## config.mk

```make
export PLATFORM = sky130hd
export DESIGN_NAME = watchdog_toggle_kick_timer
export DESIGN_NICKNAME = d
export VERILOG_FILES = /design/src/rtl/wdtk_pkg.sv /design/src/rtl/wdtk_core.sv /design/src/rtl/watchdog_toggle_kick_timer.sv
export SDC_FILE = /design/constraint.sdc
export NUM_CORES = 1
export LEC_CHECK = 0
export ABC_AREA = 0
export BUFFER_PORTS_ARGS = -buffer_cell sky130_fd_sc_hd__buf_2
export CORE_MARGIN = 1
export CORE_UTILIZATION = 59
export CTS_CLUSTER_SIZE = 25
export DETAILED_ROUTE_END_ITERATION = 6
export HOLD_SLACK_MARGIN = 0.15
export PLACE_DENSITY_LB_ADDON = 0.15
export SLEW_MARGIN = 20
export SYNTH_ARGS = -nofsm -noshare
export SYNTH_HDL_FRONTEND = slang
export SYNTH_SLANG_ARGS = --single-unit
```

## constraint.sdc

```tcl
create_clock -name clk -period 2.7 [get_ports clk]
set_input_delay 0.135 -clock clk [delete_from_list [all_inputs] [get_ports clk]]
set_output_delay 0.135 -clock clk [all_outputs]
set_load 0.01 [all_outputs]
```

## src/rtl/wdtk_pkg.sv

```systemverilog
`timescale 1ns / 1ps
// ----------------------------------------------------------------------------
// wdtk_pkg: shared types and constants for the toggle-kick watchdog
// Item layouts, command codes, register offsets and countdown sizing.
// ----------------------------------------------------------------------------
package wdtk_pkg;

	// Milliseconds per period unit of the control register
	localparam int unsigned MS_PER_UNIT = 2;

	localparam int unsigned WORD_W   = 16;
	localparam int unsigned ADDR_W   = 5;
	localparam int unsigned PERIOD_W = 15;
	localparam int unsigned REMAIN_W = 17;
	localparam int unsigned UNIT_W   = $clog2(MS_PER_UNIT + 1);
	localparam int unsigned PROD_W   =
		(PERIOD_W + UNIT_W > REMAIN_W) ? (PERIOD_W + UNIT_W) : REMAIN_W;

	localparam int unsigned ENABLE_BIT = 15;

	localparam logic [ADDR_W-1:0]   ADDR_CONTROL  = 5'h10;
	localparam logic [ADDR_W-1:0]   ADDR_KICK     = 5'h14;
	localparam logic [WORD_W-1:0]   CONTROL_RESET = 16'h7fff;
	localparam logic [WORD_W-1:0]   KICK_RESET    = 16'h5555;
	localparam logic [WORD_W-1:0]   WORD_MASK     = 16'hffff;
	localparam logic [REMAIN_W-1:0] REMAIN_MAX    = 17'h1ffff;

	typedef enum logic [1:0] {
		CMD_READ  = 2'd0,
		CMD_WRITE = 2'd1,
		CMD_TICK  = 2'd2
	} cmd_t;

	typedef struct packed {
		cmd_t              command;
		logic [ADDR_W-1:0] address;
		logic [WORD_W-1:0] write_data;
	} in_item_t;

	typedef struct packed {
		logic [WORD_W-1:0] read_data;
		logic              fired;
	} out_item_t;

	// Item handed from the input register to the register file
	typedef struct packed {
		logic     step;
		in_item_t item;
	} step_t;

endpackage

```

## src/rtl/wdtk_core.sv

```systemverilog
`timescale 1ns / 1ps
// ----------------------------------------------------------------------------
// wdtk_core: watchdog registers and countdown
// Holds control, kick, armed and remaining state; decodes one item per
// step and forms its result combinationally.
// ----------------------------------------------------------------------------
module wdtk_core import wdtk_pkg::*; (
	input  logic      clk,
	input  logic      arst_n,
	input  step_t     req,
	output out_item_t res
);

	logic [WORD_W-1:0]   control_q, control_d;
	logic [WORD_W-1:0]   kick_q, kick_d;
	logic                armed_q, armed_d;
	logic [REMAIN_W-1:0] remain_q, remain_d;

	logic [PERIOD_W-1:0] period_src;
	logic [PROD_W-1:0]   prod;
	logic [REMAIN_W-1:0] load_ms;
	logic                was_on, now_on, kick_ok;

	// A control write arms from the period it carries
	assign period_src = (req.item.command == CMD_WRITE && req.item.address == ADDR_CONTROL)
		? req.item.write_data[PERIOD_W-1:0] : control_q[PERIOD_W-1:0];
	assign prod    = PROD_W'(period_src) * PROD_W'(MS_PER_UNIT);
	assign load_ms = (prod > PROD_W'(REMAIN_MAX)) ? REMAIN_MAX : prod[REMAIN_W-1:0];
	assign was_on  = control_q[ENABLE_BIT];
	assign now_on  = req.item.write_data[ENABLE_BIT];
	assign kick_ok = (req.item.write_data == (kick_q ^ WORD_MASK));

	always_comb begin
		control_d     = control_q;
		kick_d        = kick_q;
		armed_d       = armed_q;
		remain_d      = remain_q;
		res.read_data = '0;
		res.fired     = 1'b0;
		case (req.item.command)
			CMD_READ: begin
				if (req.item.address == ADDR_CONTROL) begin
					res.read_data = control_q;
				end else if (req.item.address == ADDR_KICK) begin
					res.read_data = kick_q;
				end
			end
			CMD_WRITE: begin
				if (req.item.address == ADDR_CONTROL) begin
					control_d = req.item.write_data;
					if (was_on && !now_on) begin
						armed_d  = 1'b0;
						remain_d = '0;
					end else if (!was_on && now_on) begin
						armed_d  = 1'b1;
						remain_d = load_ms;
					end
				end else if (req.item.address == ADDR_KICK && kick_ok) begin
					kick_d   = req.item.write_data;
					armed_d  = 1'b1;
					remain_d = load_ms;
				end
			end
			CMD_TICK: begin
				if (armed_q) begin
					if (remain_q <= REMAIN_W'(1)) begin
						res.fired = 1'b1;
						armed_d   = 1'b0;
						remain_d  = '0;
					end else begin
						remain_d = remain_q - REMAIN_W'(1);
					end
				end
			end
			default: begin
			end
		endcase
	end

	always_ff @(posedge clk or negedge arst_n) begin
		if (!arst_n) begin
			control_q <= CONTROL_RESET;
			kick_q    <= KICK_RESET;
			armed_q   <= 1'b0;
			remain_q  <= '0;
		end else if (req.step) begin
			control_q <= control_d;
			kick_q    <= kick_d;
			armed_q   <= armed_d;
			remain_q  <= remain_d;
		end
	end

	// A disarmed countdown always holds zero
	a_idle_zero: assert property (@(posedge clk) disable iff (!arst_n)
		!armed_q |-> remain_q == '0)
		else $error("disarmed countdown not zero");

	// Kick word only ever toggles between the two patterns
	a_kick_pattern: assert property (@(posedge clk) disable iff (!arst_n)
		kick_q == KICK_RESET || kick_q == ~KICK_RESET)
		else $error("kick word left toggle pattern");

	// Firing disarms the countdown
	a_fire_disarm: assert property (@(posedge clk) disable iff (!arst_n)
		req.step && res.fired |=> !armed_q)
		else $error("countdown still armed after firing");

	// An accepted kick leaves the countdown armed
	a_kick_arms: assert property (@(posedge clk) disable iff (!arst_n)
		req.step && req.item.command == CMD_WRITE && req.item.address == ADDR_KICK
		&& kick_ok |=> armed_q)
		else $error("accepted kick did not arm");

endmodule

```

## src/rtl/watchdog_toggle_kick_timer.sv

```systemverilog
`timescale 1ns / 1ps
// ----------------------------------------------------------------------------
// watchdog_toggle_kick_timer: tick-driven watchdog with toggle-pattern kick
// Path: item held in the input register on accept, then the result register
//   loads as the state updates, once the output stage is free.
// Throughput: one item per cycle while result_stall does not hold the output.
// Reset: arst_n clears both stages' valid flags; control 0x7fff, kick 0x5555, disarmed.
// ----------------------------------------------------------------------------
module watchdog_toggle_kick_timer import wdtk_pkg::*; (
	input  logic      clk,
	input  logic      arst_n,
	input  logic      item_valid,
	output logic      item_stall,
	input  in_item_t  item,
	output logic      result_valid,
	input  logic      result_stall,
	output out_item_t result
);

	logic      s1_valid_q;
	in_item_t  item_s1;
	logic      result_valid_q;
	out_item_t result_s2;
	logic      s2_free;
	step_t     req;
	out_item_t res;

	assign s2_free    = !result_valid_q || !result_stall;
	assign item_stall = s1_valid_q && !s2_free;

	assign req.step = s1_valid_q && s2_free;
	assign req.item = item_s1;

	wdtk_core u_core (
		.clk    (clk),
		.arst_n (arst_n),
		.req    (req),
		.res    (res)
	);

	always_ff @(posedge clk or negedge arst_n) begin
		if (!arst_n) begin
			s1_valid_q     <= 1'b0;
			result_valid_q <= 1'b0;
		end else begin
			if (!item_stall) begin
				s1_valid_q <= item_valid;
			end
			if (s2_free) begin
				result_valid_q <= s1_valid_q;
			end
		end
	end

	// Payload stages: hold while stalled
	always_ff @(posedge clk) begin
		if (item_valid && !item_stall) begin
			item_s1 <= item;
		end
		if (req.step) begin
			result_s2 <= res;
		end
	end

	assign result_valid = result_valid_q;
	assign result       = result_s2;

endmodule
```

# Yosys cells after proc, flatten, opt, wreduce, memory -nomap -nowiden
# Index checks and enable logic that the tools add are counted.
# classes
add_sub_neg	1
magnitude_cmp	2
n_eq_ne	8
mux	19
bitwise	2
reduce_logical	21
# op_table
operator	count
$mux W17	7
$pmux W17 S2	1
$mux W16	2
$gt A16 B17 Y1 const B	1
$le A17 B1 Y1 const B	1
$sub A17 B1 Y17 const B	1
$eq A16 B16 Y1	1
$not A16 Y16	1
$mux W15	1
$eq A5 B5 Y1 const B	2
$reduce_and A4 Y1	2
$logic_and A1 B1 Y1	7
$mux W1	7
$logic_not A1 Y1	6
$reduce_and A5 Y1	1
$ne A4 B4 Y1 const B	1
$ne A3 B3 Y1 const B	1
$reduce_and A3 Y1	1
$eq A2 B1 Y1 const B	1
$eq A2 B2 Y1 const B	1
$logic_not A2 Y1	1
$ne A2 B1 Y1 const B	1
$pmux W1 S2	1
$reduce_and A2 Y1	1
other kinds (3)	3
# totals
ff_bits	92
input_bits	27
word_cells	64

# Longest topological paths before layout
# depth
word_depth	9
depth_mapped	9

# Hierarchy
# A second synthesis with hierarchy kept.
# hier_totals
cells_unflattened	370
hier_area_um2	4499.3
# modules_own_cells
module	n_inst	cells_per_inst	area_each_um2	seq_area_each_um2
wdtk_core	1	322	3205.6	1280.0
watchdog_toggle_kick_timer	1	48	1293.7	1251.2

# Worst setup path before layout
# Ideal clock, no wire load.
# synth_path
path_kind	flip-flop to flip-flop
from	register result_valid_q (netlist: result_valid)
to	register u_core.remain_q[1]
arrival_time_ps	2035
setup_slack_ps	540
stages_incl_launch_ff	8
synth_period_minus_slack_ps	2160
path_cell_list	dfrtp_1 nand2_1 and2_1 clkbuf_2 a21boi_1 and2_1 buf_2 mux2_2
# synth_lines
item	line	source
start: declaration	watchdog_toggle_kick_timer.sv:22	logic result_valid_q;
start signal: assignment	watchdog_toggle_kick_timer.sv:50	result_valid_q <= s1_valid_q;
end signal: assignment	wdtk_core.sv:90	remain_q <= remain_d;
end: declaration	wdtk_core.sv:17	logic [REMAIN_W-1:0] remain_q, remain_d;

# Worst setup path after layout
# layout_path
from	register u_core.kick_q[10]
to	register u_core.kick_q[13]
# layout_between
elab_chain_cells	4
# layout_rtl
item	line	source
start: declaration	wdtk_core.sv:15	logic [WORD_W-1:0] kick_q, kick_d;
start signal: assignment	wdtk_core.sv:88	kick_q <= kick_d;
$not A16 Y16 (no line)	n/a	
$eq A16 B16 Y1	wdtk_core.sv:31	assign kick_ok = (req.item.write_data == (kick_q ^ WORD_MASK));
$logic_and A1 B1 Y1	wdtk_core.sv:58	end else if (req.item.address == ADDR_KICK && kick_ok) begin
$reduce_and A4 Y1 (no line)	n/a	
# No other way between the ends.
# A chain may end at the register's enable or synchronous reset.

==> impl_metrics.ini <==
[sta]
setup_viol = 0
hold_slack_ns = 0.320
max_clock_freq_mhz = 422
setup_ws_ns = 0.333
maxSlewHeadroom = 0.579
worst_pin_slew_ns = 0.632
skew_ns = 0.00588
tns_ns = 0
rsz0062_at_grt = no
maxSlewViolCount = 0
period_needed_ns = 2.37
hold_viol = 0
period_share = 0.877

[logic_synthesis]
yosysSeqAreaShare = 0.574
synth_edf_count = 40
ys.flop_type = edfxtp_1
avgSynthCellArea_um2 = 12.8
ys_ff_latch = 92
synthCells = 344
syn_area_um2 = 4410
synth_fp_nets = 377
ys_types = 49
synthArstFlopShare = 0.565
yosysWarnings = 0

[power_and_ir_drop]
p_sw_frac = 0.358
combPwrFrac = 0.299
ir_drop_mv = 0.335
p_int_mw = 2.50
switchingPower_mw = 1.39
p_clk_frac = 0.223
pwr_density_cell_nw_per_um2 = 743
power_frac_seq = 0.478
power_mw = 3.90
leakage_nw = 2.18

[route]
vias = 3144
avgViaCountPerCell = 5.95
dr.pass1.iters = 4
postRouteAntennaNets = 0
drc = 0
drtIter0Drc = 214
wl_per_cell_um = 18.5
drt_wl_total_um = 9790

[floorplanning]
ios = 46
die-height_um = 88.5
core_area_um2 = 7250
die_w_um = 88.5
die-area_um2 = 7830
rows = 31
start_util = 0.608

[finish]
final_common_cell = buf_2
final_nets = 457
drive_gt1_frac = 0.298
area_growth_pct = 18.9
antenna_cells = 0
layout_common_cells = buf_2, edfxtp_1, dfrtp_1

[clock_network]
post_cts_buffers = 0
clock_latency_ns = 0.36
cts_tree = done
ctsResizeCount = 0
numClockSinks = 92
path_clk_slew_ns = 0.09
cts_root_buf = clkbuf_8
cts_max_level = 3
ctsLongestPathBuffers = 2
holdBufCountCts = 27
cts_made_buffers = 9

[worst_setup_path]
crit_path_max_fanout = 12
critPathLaunchType = flop
crit_path_end = u_core.kick_q[13]$_DFFE_PN0P_
r2r-end = u_core.kick_q[13]$_DFFE_PN0P_
arrival_ns = 2.61
crit_required_ns = 2.94
endpoint_kind = flop
r2r_slack_ns = 0.33
ff2ff_path_depth = 6
r2r_start = u_core.kick_q[10]$_DFFE_PN1P_
path_class = flop to flop
cp-startpoint = u_core.kick_q[10]$_DFFE_PN1P_

[global_routing]
grt_pass1_vias = 3101
antenna_found_initial = 0
overflow = 0
grt_max_degree = 48
grtUsageTotal = 0.273
grt_pass1_wl_um = 15600

[place]
port_buffers = 45
place_hpwl_um = 6670
gp_congestion = 0.822
place_ws_ns = 0.322

[min_path]
hold_class = input port to async pin

[flow_run]
cap_violations = 0

[outcome]
outcome = finished clean
cell type report:
type	count	area, um2
Clock inverter	6	47.5
Tap cell	99	124
Fill cell	513	2010
Multi-Input combinational cell	227	1760
Sequential cell	92	2530
Timing Repair Buffer	87	623
Inverter	7	26.3
Clock buffer	10	138
cell families (layout without fill, tap and decap cells):
kind of cell | Yosys count | count (layout) | synth area share
simple gates | 88 | 88 | 0.116
flops | 92 | 92 | 0.574
buf+inv | 25 | 110 | 0.0286
mux | 46 | 46 | 0.113
fa+ha+maj | 6 | 6 | 0.0170
compound gates | 71 | 71 | 0.120
xor+xnor | 16 | 16 | 0.0318
registers in the layout, indices dropped and copies added (netlist names):
| signal | cells |
|---|---|
| u_core.control_q | 16 |
| u_core.armed_q | 1 |
| u_core.kick_q | 16 |
| result_valid | 1 |
| result | 17 |
| item_s1 | 23 |
| s1_valid_q | 1 |
| u_core.remain_q | 17 |
cells in the mapped netlist (6+ instances only):
library cell / n / area share
a22o_1: 13 / 0.026
a22oi_1: 18 / 0.031
buf_2: 7 / 0.0079
dfrtp_1: 29 / 0.16
dfstp_2: 23 / 0.14
edfxtp_1: 40 / 0.27
ha_1: 6 / 0.017
inv_1: 7 / 0.0060
mux2_1: 10 / 0.026
mux2_2: 22 / 0.056
mux2i_1: 14 / 0.032
nand2_1: 13 / 0.011
nand3_1: 21 / 0.024
nor2_1: 7 / 0.0060
nor2b_1: 16 / 0.023
nor4_1: 6 / 0.0085
o21ai_0: 9 / 0.010
o22ai_1: 6 / 0.0085
o31ai_1: 6 / 0.010
xnor2_1: 16 / 0.032
routing by layer:
layer / global-route usage / vias to the layer above / part of all wire
li1: - / 1461 / -
met1: 0.370 / 1560 / 0.45
met2: 0.441 / 102 / 0.49
met3: 0.0476 / 21 / 0.041
met4: 0.111 / 0 / 0.022
met5: 0 / - / 0
critical path, cell delays in order (launching register included):
cell and delay, ns:
dfstp_2 0.57, xnor2_1 0.08, nor4_1 0.38, nand3_1 0.25, nor3_4 0.34, buf_4 0.29
mux2_1 0.35
through the flow:
step / instance area [um2] / utilization / instances
final: 5250 / 0.723 / 528
after CTS: 5240 / 0.723 / 528
after global routing: 5250 / 0.723 / 528
after floorplan: 4410 / - / 344
after global placement: 4790 / 0.660 / 485
after detailed placement: 4790 / 0.660 / 485
how the worst min path moves through the flow:
stage | from | end | slack, ns | cells past startpoint
6_report | arst_n | u_core.remain_q[5]$_DFFE_PN0P_ | 0.32 | 2
5_1_grt | arst_n | u_core.armed_q$_DFFE_PN0P_ | 0.40 | 2
4_1_cts | item[9] | item_s1[9]$_DFFE_PP_ | 0.46 | 2
3_5_place_dp | item[15] | item_s1[15]$_DFFE_PP_ | 0.31 | 1
3_3_place_gp | item[18] | item_s1[18]$_DFFE_PP_ | 0.31 | 1
2_1_floorplan | arst_n | result_valid$_DFFE_PN0N_ | -0.16 | 0
power by group through the flow:
| stage | combinational (mW) | sequential, mW | clock [mW] |
|---|---|---|---|
| 2_1_floorplan | 0.801 | 1.84 | 0 |
| 3_3_place_gp | 1.08 | 1.88 | 0 |
| 3_5_place_dp | 1.11 | 1.88 | 0 |
| 4_1_cts | 1.15 | 1.86 | 0.885 |
| 5_1_grt | 1.29 | 1.88 | 0.930 |
| 6_report | 1.16 | 1.86 | 0.870 |
No activity file was read; power rests on OpenSTA's default activity.
